File: src/sv/lkv_pkg.sv
package lkv_pkg;

    localparam int ENTRIES = 16;
    localparam int IDX_W   = (ENTRIES > 1) ? $clog2(ENTRIES) : 1;
    localparam int RANK_W  = IDX_W;
    localparam int CNT_W   = $clog2(ENTRIES + 1);
    localparam int CAP_W   = 5;
    localparam int DATA_W  = 32;

    localparam logic OP_GET = 1'b0;
    localparam logic OP_SET = 1'b1;

    typedef logic [IDX_W-1:0]  idx_t;
    typedef logic [RANK_W-1:0] rank_t;
    typedef logic [CNT_W-1:0]  cnt_t;

    typedef enum logic [1:0] {
        ST_IDLE,
        ST_SCAN,
        ST_UPDATE
    } state_t;

    // controller -> datapath
    typedef struct packed {
        logic load;    // latch item, clear scan trackers
        logic scan;    // examine entry at idx
        logic update;  // commit state, register result
        idx_t idx;
        idx_t rd_idx;  // entry fetched from the store for the next cycle
    } dp_cmd_t;

endpackage

File: src/sv/lkv_ctrl.sv
module lkv_ctrl
    import lkv_pkg::*;
(
    input  logic    clk,
    input  logic    rst_n,
    input  logic    start,
    output logic    busy,
    output dp_cmd_t cmd
);

    state_t state_reg, state_next;
    idx_t   idx_reg, idx_next;

    always_ff @(posedge clk or negedge rst_n)
    begin
        if (!rst_n)
        begin
            state_reg <= ST_IDLE;
            idx_reg   <= '0;
        end
        else
        begin
            state_reg <= state_next;
            idx_reg   <= idx_next;
        end
    end

    always_comb
    begin
        state_next = state_reg;
        idx_next   = idx_reg;
        cmd        = '0;
        cmd.idx    = idx_reg;
        busy       = 1'b1;
        case (state_reg)
            ST_IDLE:
            begin
                busy = 1'b0;
                if (start)
                begin
                    cmd.load   = 1'b1;
                    idx_next   = '0;
                    state_next = ST_SCAN;
                end
            end
            ST_SCAN:
            begin
                cmd.scan = 1'b1;
                if (idx_reg == idx_t'(ENTRIES - 1))
                begin
                    state_next = ST_UPDATE;
                end
                else
                begin
                    idx_next = idx_reg + idx_t'(1);
                end
            end
            ST_UPDATE:
            begin
                cmd.update = 1'b1;
                state_next = ST_IDLE;
            end
            default:
            begin
                state_next = ST_IDLE;
            end
        endcase
        // fetch one entry ahead so its data is registered when idx reaches it
        cmd.rd_idx = idx_next;
    end

endmodule

File: src/sv/lkv_dpath.sv
module lkv_dpath
    import lkv_pkg::*;
(
    input  logic                     clk,
    input  logic                     rst_n,
    input  dp_cmd_t                  cmd,
    input  logic                     cfg_we,
    input  logic [CAP_W-1:0]         cfg_data,
    input  logic                     opcode,
    input  logic signed [DATA_W-1:0] lookup_key,
    input  logic signed [DATA_W-1:0] write_value,
    output logic                     done,
    output logic                     hit,
    output logic signed [DATA_W-1:0] read_value,
    output logic                     evicted,
    output logic signed [DATA_W-1:0] evicted_key
);

    logic [DATA_W-1:0] keys_mem [ENTRIES];
    logic [DATA_W-1:0] vals_mem [ENTRIES];

    logic [ENTRIES-1:0] valid_reg, valid_next;
    rank_t              rank_reg  [ENTRIES];
    rank_t              rank_next [ENTRIES];
    cnt_t               count_reg, count_next;
    logic [CAP_W-1:0]   capacity_reg;

    // latched item
    logic              op_reg;
    logic [DATA_W-1:0] key_reg;
    logic [DATA_W-1:0] val_reg;

    // store read data
    logic [DATA_W-1:0] rd_key_reg;
    logic [DATA_W-1:0] rd_val_reg;

    // scan trackers
    logic              found_vld_reg;
    idx_t              found_idx_reg;
    rank_t             found_rank_reg;
    logic [DATA_W-1:0] found_val_reg;
    logic              best_vld_reg;
    idx_t              best_idx_reg;
    rank_t             best_rank_reg;
    logic [DATA_W-1:0] best_key_reg;
    logic              free_vld_reg;
    idx_t              free_idx_reg;

    // result
    logic              done_reg;
    logic              hit_reg;
    logic [DATA_W-1:0] rd_reg;
    logic              ev_reg;
    logic [DATA_W-1:0] evkey_reg;

    logic [DATA_W-1:0] cur_key;
    logic [DATA_W-1:0] cur_val;
    rank_t             cur_rank;
    logic              cur_valid;
    logic              cur_match;

    cnt_t  limit;
    logic  set_hit;
    logic  ins;
    logic  do_evict;
    logic  ins_ok;
    idx_t  slot;

    assign cur_key   = rd_key_reg;
    assign cur_val   = rd_val_reg;
    assign cur_rank  = rank_reg[cmd.idx];
    assign cur_valid = valid_reg[cmd.idx];
    assign cur_match = cur_valid && (cur_key == key_reg);

    // capacity clamped to 1 .. ENTRIES
    always_comb
    begin
        if (capacity_reg == '0)
        begin
            limit = cnt_t'(1);
        end
        else if (int'(capacity_reg) > ENTRIES)
        begin
            limit = cnt_t'(ENTRIES);
        end
        else
        begin
            limit = cnt_t'(capacity_reg);
        end
    end

    assign set_hit  = (op_reg == OP_SET) && found_vld_reg;
    assign ins      = (op_reg == OP_SET) && !found_vld_reg;
    assign do_evict = ins && (count_reg >= limit) && best_vld_reg;
    assign ins_ok   = do_evict || (ins && free_vld_reg);
    assign slot     = do_evict ? best_idx_reg : free_idx_reg;

    always_comb
    begin
        valid_next = valid_reg;
        rank_next  = rank_reg;
        count_next = count_reg;
        if (cmd.update)
        begin
            if (set_hit)
            begin
                for (int i = 0; i < ENTRIES; i++)
                begin
                    if (valid_reg[i] && (rank_reg[i] < found_rank_reg))
                    begin
                        rank_next[i] = rank_reg[i] + rank_t'(1);
                    end
                    if (idx_t'(i) == found_idx_reg)
                    begin
                        rank_next[i] = '0;
                    end
                end
            end
            else if (ins_ok)
            begin
                for (int i = 0; i < ENTRIES; i++)
                begin
                    if (idx_t'(i) == slot)
                    begin
                        valid_next[i] = 1'b1;
                        rank_next[i]  = '0;
                    end
                    else if (valid_reg[i])
                    begin
                        rank_next[i] = rank_reg[i] + rank_t'(1);
                    end
                end
                if (!do_evict)
                begin
                    count_next = count_reg + cnt_t'(1);
                end
            end
        end
    end

    always_ff @(posedge clk or negedge rst_n)
    begin
        if (!rst_n)
        begin
            valid_reg    <= '0;
            count_reg    <= '0;
            capacity_reg <= CAP_W'(ENTRIES);
            done_reg     <= 1'b0;
            for (int i = 0; i < ENTRIES; i++)
            begin
                rank_reg[i] <= '0;
            end
        end
        else
        begin
            valid_reg <= valid_next;
            count_reg <= count_next;
            rank_reg  <= rank_next;
            done_reg  <= cmd.update;
            if (cfg_we)
            begin
                capacity_reg <= cfg_data;
            end
        end
    end

    // key/value store, no reset; read one entry ahead of the walk
    always_ff @(posedge clk)
    begin
        rd_key_reg <= keys_mem[cmd.rd_idx];
        rd_val_reg <= vals_mem[cmd.rd_idx];
        if (cmd.update && set_hit)
        begin
            vals_mem[found_idx_reg] <= val_reg;
        end
        else if (cmd.update && ins_ok)
        begin
            keys_mem[slot] <= key_reg;
            vals_mem[slot] <= val_reg;
        end
    end

    // item latch, scan trackers, result
    always_ff @(posedge clk or negedge rst_n)
    begin
        if (!rst_n)
        begin
            found_vld_reg <= 1'b0;
            best_vld_reg  <= 1'b0;
            free_vld_reg  <= 1'b0;
        end
        else if (cmd.load)
        begin
            found_vld_reg <= 1'b0;
            best_vld_reg  <= 1'b0;
            free_vld_reg  <= 1'b0;
        end
        else if (cmd.scan)
        begin
            if (!found_vld_reg && cur_match)
            begin
                found_vld_reg <= 1'b1;
            end
            if (cur_valid)
            begin
                best_vld_reg <= 1'b1;
            end
            if (!cur_valid)
            begin
                free_vld_reg <= 1'b1;
            end
        end
    end

    always_ff @(posedge clk)
    begin
        if (cmd.load)
        begin
            op_reg  <= opcode;
            key_reg <= lookup_key;
            val_reg <= write_value;
        end
        if (cmd.scan)
        begin
            if (!found_vld_reg && cur_match)
            begin
                found_idx_reg  <= cmd.idx;
                found_rank_reg <= cur_rank;
                found_val_reg  <= cur_val;
            end
            if (cur_valid && (!best_vld_reg || (cur_rank > best_rank_reg)))
            begin
                best_idx_reg  <= cmd.idx;
                best_rank_reg <= cur_rank;
                best_key_reg  <= cur_key;
            end
            if (!cur_valid && !free_vld_reg)
            begin
                free_idx_reg <= cmd.idx;
            end
        end
        if (cmd.update)
        begin
            hit_reg   <= found_vld_reg;
            rd_reg    <= (op_reg == OP_SET) ? '0 :
                         (found_vld_reg ? found_val_reg : '1);
            ev_reg    <= do_evict;
            evkey_reg <= do_evict ? best_key_reg : '0;
        end
    end

    assign done        = done_reg;
    assign hit         = hit_reg;
    assign read_value  = rd_reg;
    assign evicted     = ev_reg;
    assign evicted_key = evkey_reg;

endmodule

File: src/sv/lru_key_value_cache_unit.sv
// LRU key-value cache: sixteen fully associative entries. Pulse start with
// an item (get or set) while busy is low; the result appears on the result
// ports for exactly one cycle with done high, and must be taken then, as
// nothing holds it. An item is latched when start is taken, then the entries are
// walked one per cycle through the single key/value read port, and then the
// update is committed. The result shows in
// the cycle after the commit, which is also the first cycle a new start is
// taken. A get leaves recency alone; a set on a present key refreshes it; a
// set on a new key fills a free entry or, when the clamped capacity (1..16)
// is reached, replaces the least recent entry and reports its key. The
// capacity port is always ready; write it only while the block is idle.
module lru_key_value_cache_unit
    import lkv_pkg::*;
(
    input  logic                     clk,
    input  logic                     rst_n,
    // item in
    input  logic                     start,
    output logic                     busy,
    input  logic                     opcode,
    input  logic signed [DATA_W-1:0] lookup_key,
    input  logic signed [DATA_W-1:0] write_value,
    // result out
    output logic                     done,
    output logic                     hit,
    output logic signed [DATA_W-1:0] read_value,
    output logic                     evicted,
    output logic signed [DATA_W-1:0] evicted_key,
    // capacity register
    input  logic                     cfg_valid,
    output logic                     cfg_ready,
    input  logic [CAP_W-1:0]         cfg_data
);

    dp_cmd_t cmd;

    assign cfg_ready = 1'b1;

    // sequencer: idle, entry walk, commit
    lkv_ctrl u_ctrl (
        .clk   (clk),
        .rst_n (rst_n),
        .start (start),
        .busy  (busy),
        .cmd   (cmd)
    );

    // entry store, recency ranks, scan trackers and result registers
    lkv_dpath u_dpath (
        .clk         (clk),
        .rst_n       (rst_n),
        .cmd         (cmd),
        .cfg_we      (cfg_valid && cfg_ready),
        .cfg_data    (cfg_data),
        .opcode      (opcode),
        .lookup_key  (lookup_key),
        .write_value (write_value),
        .done        (done),
        .hit         (hit),
        .read_value  (read_value),
        .evicted     (evicted),
        .evicted_key (evicted_key)
    );

    // a result only ever follows a cycle of work
    a_done_after_busy: assert property (
        @(posedge clk) disable iff (!rst_n)
        done |-> $past(busy)
    ) else $error("result without an item in flight");

    // an accepted item takes the block busy at once
    a_accept_busy: assert property (
        @(posedge clk) disable iff (!rst_n)
        (start && !busy) |=> busy
    ) else $error("item accepted but block not busy");

    // eviction only on a missed set, which reads zero
    a_evict_miss: assert property (
        @(posedge clk) disable iff (!rst_n)
        (done && evicted) |-> (!hit && (read_value == '0))
    ) else $error("eviction reported on a hit or a get");

    // no eviction, no victim key
    a_evkey_zero: assert property (
        @(posedge clk) disable iff (!rst_n)
        (done && !evicted) |-> (evicted_key == '0)
    ) else $error("victim key without eviction");

endmodule

File: config.mk
export PLATFORM = sky130hd
export DESIGN_NAME = lru_key_value_cache_unit
export DESIGN_NICKNAME = d
export VERILOG_FILES = /design/src/sv/lkv_pkg.sv /design/src/sv/lkv_ctrl.sv /design/src/sv/lkv_dpath.sv /design/src/sv/lru_key_value_cache_unit.sv
export SDC_FILE = /design/constraint.sdc
export NUM_CORES = 2
export LEC_CHECK = 0
export BUFFER_PORTS_ARGS = -buffer_cell sky130_fd_sc_hd__buf_2
export CAP_MARGIN = 10
export CELL_PAD_IN_SITES_DETAIL_PLACEMENT = 0
export CELL_PAD_IN_SITES_GLOBAL_PLACEMENT = 1
export CORE_MARGIN = 2
export CORE_UTILIZATION = 52
export CTS_CLUSTER_DIAMETER = 60
export DETAILED_ROUTE_END_ITERATION = 8
export PLACE_DENSITY = 0.8
export SETUP_SLACK_MARGIN = 0.02
export SLEW_MARGIN = 40
export SYNTH_ARGS = -nofsm -noshare
export SYNTH_HDL_FRONTEND = slang
export SYNTH_SLANG_ARGS = --single-unit
export TNS_END_PERCENT = 50
File: constraint.sdc
create_clock -name clk -period 7.22 [get_ports clk]
set_input_delay 1.083 -clock clk [delete_from_list [all_inputs] [get_ports clk]]
set_output_delay 1.083 -clock clk [all_outputs]
set_load 0.02 [all_outputs]
==> impl_metrics.xml <==
<?xml version="1.0" encoding="UTF-8"?>
<metrics>
  <group name="logic_synthesis">
    <metric name="ys.flop_type" unit="">sky130_fd_sc_hd__edfxtp_1</metric>
    <metric name="synth_most_common_cell" unit="">sky130_fd_sc_hd__edfxtp_1</metric>
    <metric name="synth_sequential_area_ratio" unit="%">72.9</metric>
    <metric name="postSynthAreaPerCell" unit="um2">13.9</metric>
    <metric name="syn_inst" unit="">4046</metric>
    <metric name="ys_top_cells_by_area" unit="">sky130_fd_sc_hd__edfxtp_1 (66%), sky130_fd_sc_hd__nand2_1 (5.3%), sky130_fd_sc_hd__dfrtp_1 (4.4%), sky130_fd_sc_hd__a21oi_1 (3.1%), sky130_fd_sc_hd__mux2i_1 (2.8%)</metric>
    <metric name="synth.ff_latch_count" unit="">1403</metric>
    <metric name="post_synth_instance_area" unit="mm2">0.0563</metric>
    <metric name="netlist_top_cells_count" unit="">sky130_fd_sc_hd__edfxtp_1 (1239), sky130_fd_sc_hd__nand2_1 (799), sky130_fd_sc_hd__a21oi_1 (343), sky130_fd_sc_hd__nand3_1 (159), sky130_fd_sc_hd__mux2i_1 (156)</metric>
    <metric name="synth_cell_type_count" unit="">84</metric>
    <metric name="synth_async_sr_flop_share" unit="%">7.13</metric>
    <metric name="yosysTopAreaCell" unit="">sky130_fd_sc_hd__edfxtp_1</metric>
    <metric name="postSynthNetCount" unit="">4195</metric>
    <metric name="synth.top_cell.area_share" unit="%">66.1</metric>
    <metric name="yosysWarningCount" unit="">0</metric>
    <metric name="synth_edf_count" unit="">1239</metric>
  </group>
  <group name="clocking">
    <metric name="path_clk_slew" unit="ps">60</metric>
    <metric name="cts-root-to-sink-buffers" unit="">3</metric>
    <metric name="clock-root-buffer" unit="">sky130_fd_sc_hd__clkbuf_16</metric>
    <metric name="post_cts_resized" unit="">0</metric>
    <metric name="cts_hold_buf" unit="">0</metric>
    <metric name="worstSkewPairLatency" unit="ps">760</metric>
    <metric name="ctsHtreeMaxLevel" unit="">4</metric>
    <metric name="tritoncts_clock_tree" unit="">done</metric>
    <metric name="clock-sinks" unit="">1403</metric>
    <metric name="cts_setup_buffers" unit="">0</metric>
    <metric name="cts_inserted_buffers" unit="">147</metric>
  </group>
  <group name="die">
    <metric name="die_width" unit="um">333</metric>
    <metric name="floorplan.io_pins" unit="">143</metric>
    <metric name="initial_utilization" unit="%">52.5</metric>
    <metric name="fp.dieH" unit="um">333</metric>
    <metric name="design.core.area" unit="mm2">0.107</metric>
    <metric name="dieArea" unit="mm2">0.111</metric>
    <metric name="std_cell_rows" unit="">120</metric>
  </group>
  <group name="power">
    <metric name="cellInternalPower" unit="mW">16.4</metric>
    <metric name="sequentialPowerShare" unit="%">38.8</metric>
    <metric name="leakage" unit="nW">23.0</metric>
    <metric name="comb_pwr_share" unit="%">32.8</metric>
    <metric name="ir_worst_vdd" unit="mV">0.552</metric>
    <metric name="clk_pwr_share" unit="%">28.4</metric>
    <metric name="pwr_density_cell" unit="mW/mm2">403</metric>
    <metric name="power.share.switching" unit="%">36.3</metric>
    <metric name="power.switching" unit="mW">9.32</metric>
  </group>
  <group name="setup_path">
    <metric name="worstReg2RegStart" unit="">u_dpath.capacity_reg[4]</metric>
    <metric name="worstSetupStartpoint" unit="">u_dpath.capacity_reg[4]</metric>
    <metric name="timing.critical_path.fanout_max" unit="">52</metric>
    <metric name="timing.reg2reg.worst_path_depth" unit="">10</metric>
    <metric name="worst_endpoint_data_arrival_time" unit="ps">4930</metric>
    <metric name="worst-setup-path-type" unit="">flip-flop to flip-flop</metric>
    <metric name="critical_path.reg2reg.endpoint" unit="">u_dpath.vals_mem[3][22]</metric>
    <metric name="r2r_slack" unit="ps">2710</metric>
    <metric name="crit_path_end" unit="">u_dpath.vals_mem[3][22]</metric>
    <metric name="worst_ep_required_time" unit="ps">7640</metric>
    <metric name="crit_path_start_kind" unit="">flip-flop</metric>
    <metric name="critical_path.endpoint_type" unit="">flip-flop</metric>
  </group>
  <group name="flow_run">
    <metric name="cap_viol_max_count" unit="">0</metric>
  </group>
  <group name="placed_design">
    <metric name="post_dp_cell_area" unit="mm2">0.0591</metric>
    <metric name="hpwl" unit="um">82100</metric>
    <metric name="place.port_buffers" unit="">141</metric>
    <metric name="preCtsSetupSlack" unit="ps">2660</metric>
    <metric name="place_congestion" unit="">0.916</metric>
  </group>
  <group name="sta">
    <metric name="timing.final.setup_violations" unit="">0</metric>
    <metric name="unrepaired_setup_endpoints_after_global_routing" unit="">no</metric>
    <metric name="clock_skew" unit="ps">28.3</metric>
    <metric name="fin_crit" unit="ps">4510</metric>
    <metric name="slew_violations" unit="">0</metric>
    <metric name="min_period_over_period" unit="%">62.5</metric>
    <metric name="final-hold-violation-count" unit="">0</metric>
    <metric name="transition_time_at_the_pin_with_the_least_slew_margin" unit="ps">960</metric>
    <metric name="slew_headroom" unit="%">36.0</metric>
    <metric name="timing.final.ws_setup" unit="ps">2710</metric>
    <metric name="tns" unit="ps">0</metric>
    <metric name="hold-worst-slack" unit="ps">334</metric>
    <metric name="max_freq" unit="MHz">222</metric>
  </group>
  <group name="global_routing">
    <metric name="grt.overflow.total" unit="">0</metric>
    <metric name="grt_max_degree" unit="">167</metric>
    <metric name="grt_pass1_vias" unit="">33200</metric>
    <metric name="grt_util_all_layers" unit="%">25.0</metric>
    <metric name="grt_antenna_before_repair" unit="">4</metric>
    <metric name="grt_pass1_wl" unit="um">209000</metric>
  </group>
  <group name="drt">
    <metric name="route.detailed.drc" unit="">0</metric>
    <metric name="detail_route.vias_per_cell" unit="">5.99</metric>
    <metric name="drt_first_iter_violations" unit="">3900</metric>
    <metric name="vias" unit="">34300</metric>
    <metric name="avgRoutedWirePerCell" unit="um">24.2</metric>
    <metric name="drt_pre_antenna_iters" unit="">6</metric>
    <metric name="drt-total-wl" unit="um">139000</metric>
    <metric name="route.antenna.remaining_nets" unit="">0</metric>
  </group>
  <group name="final_layout">
    <metric name="final_cell_area" unit="mm2">0.0638</metric>
    <metric name="layout.filler_cells" unit="">8290</metric>
    <metric name="ratio_of_cells_with_drive_above_1_in_the_final_layout" unit="%">13.1</metric>
    <metric name="num-nets-final" unit="">4354</metric>
    <metric name="diodes" unit="">0</metric>
    <metric name="synthToLayoutAreaGrowth" unit="%">13.4</metric>
  </group>
  <group name="hold_path">
    <metric name="timing.hold.worst.class" unit="">input pin to async pin</metric>
  </group>
  <group name="outcome">
    <metric name="outcome" unit="">finished clean</metric>
  </group>
</metrics>
[power by group through the flow]
stage	Clock, mW	Combinational [mW]	Sequential [mW]
after global placement	0	8.15	10.1
final	7.30	8.42	9.97
after detailed placement	0	8.35	10.1
after global routing	7.71	9.22	10.0
after CTS	7.41	8.39	9.97
after floorplan	0	5.84	9.87
[critical path: stages, from the launching register on]
cell	delay, ps
sky130_fd_sc_hd__dfstp_2	530
sky130_fd_sc_hd__inv_1	80
sky130_fd_sc_hd__ha_1	340
sky130_fd_sc_hd__a21o_1	220
sky130_fd_sc_hd__and4b_4	200
sky130_fd_sc_hd__a31oi_4	510
sky130_fd_sc_hd__inv_4	420
sky130_fd_sc_hd__mux2_2	530
sky130_fd_sc_hd__mux2_4	370
sky130_fd_sc_hd__nor2_4	520
sky130_fd_sc_hd__buf_4	420
[logic make-up after synthesis]
group / synth area share [%]
AOI/OAI and AO/OA: 9.05
xor gates and xnor gates: 0.560
adders and majority gates: 1.67
buffers and inverters: 2.24
DFF: 72.9
muxes: 4.04
other: 0.00667
and+or+nand+nor: 9.58
[stage by stage]
step	utilization, %	total power [mW]	cells
3_5_place_dp	55.1	18.5	5455
2_1_floorplan	-	15.7	4046
6_report	59.5	25.7	5732
5_1_grt	59.5	26.9	5732
3_3_place_gp	54.7	18.3	5436
4_1_cts	59.4	25.8	5728
[area by class of cell]
type	count	area (um2)	area share, %
Clock buffer	213	4120	6.45
Clock inverter	60	561	0.878
Inverter	75	294	0.461
Multi-Input combinational cell	2350	14300	22.4
Sequential cell	1403	41000	64.2
Tap cell	1403	1760	2.75
Timing Repair Buffer	228	1810	2.84
[metal layers]
metal	wire [um]	part of all wire, %	global-route usage (%)
met5	13	0.0094	0
met4	3110	2.2	7.34
met3	11300	8.2	4.16
met2	62300	45	37.3
met1	62100	45	37.9
[cell usage in the layout, fill, tap and decap left out, types with 70 or more instances in the layout]
cell type	n
sky130_fd_sc_hd__buf_2	140
sky130_fd_sc_hd__a22oi_1	129
sky130_fd_sc_hd__mux2i_1	155
sky130_fd_sc_hd__clkbuf_16	150
sky130_fd_sc_hd__nand3_1	159
sky130_fd_sc_hd__edfxtp_1	1239
sky130_fd_sc_hd__o21ai_0	94
sky130_fd_sc_hd__nor2_1	70
sky130_fd_sc_hd__ha_1	75
sky130_fd_sc_hd__nand2_1	798
sky130_fd_sc_hd__a32oi_1	127
sky130_fd_sc_hd__dfrtp_1	97
sky130_fd_sc_hd__a21oi_1	342
[how the worst min path moves through the flow]
stage	endpoint	slack, ps	cells after the start
detailed placement	u_dpath.found_val_reg[10]	390	0
finish	u_dpath.rank_reg[15]	330	1
floorplan	u_dpath.found_val_reg[0]	390	0
global placement	u_dpath.found_val_reg[1]	390	0
global route	u_dpath.rank_reg[10]	380	1
CTS	u_dpath.rank_reg[10]	330	1
No activity file was read; power rests on OpenSTA's default activity.
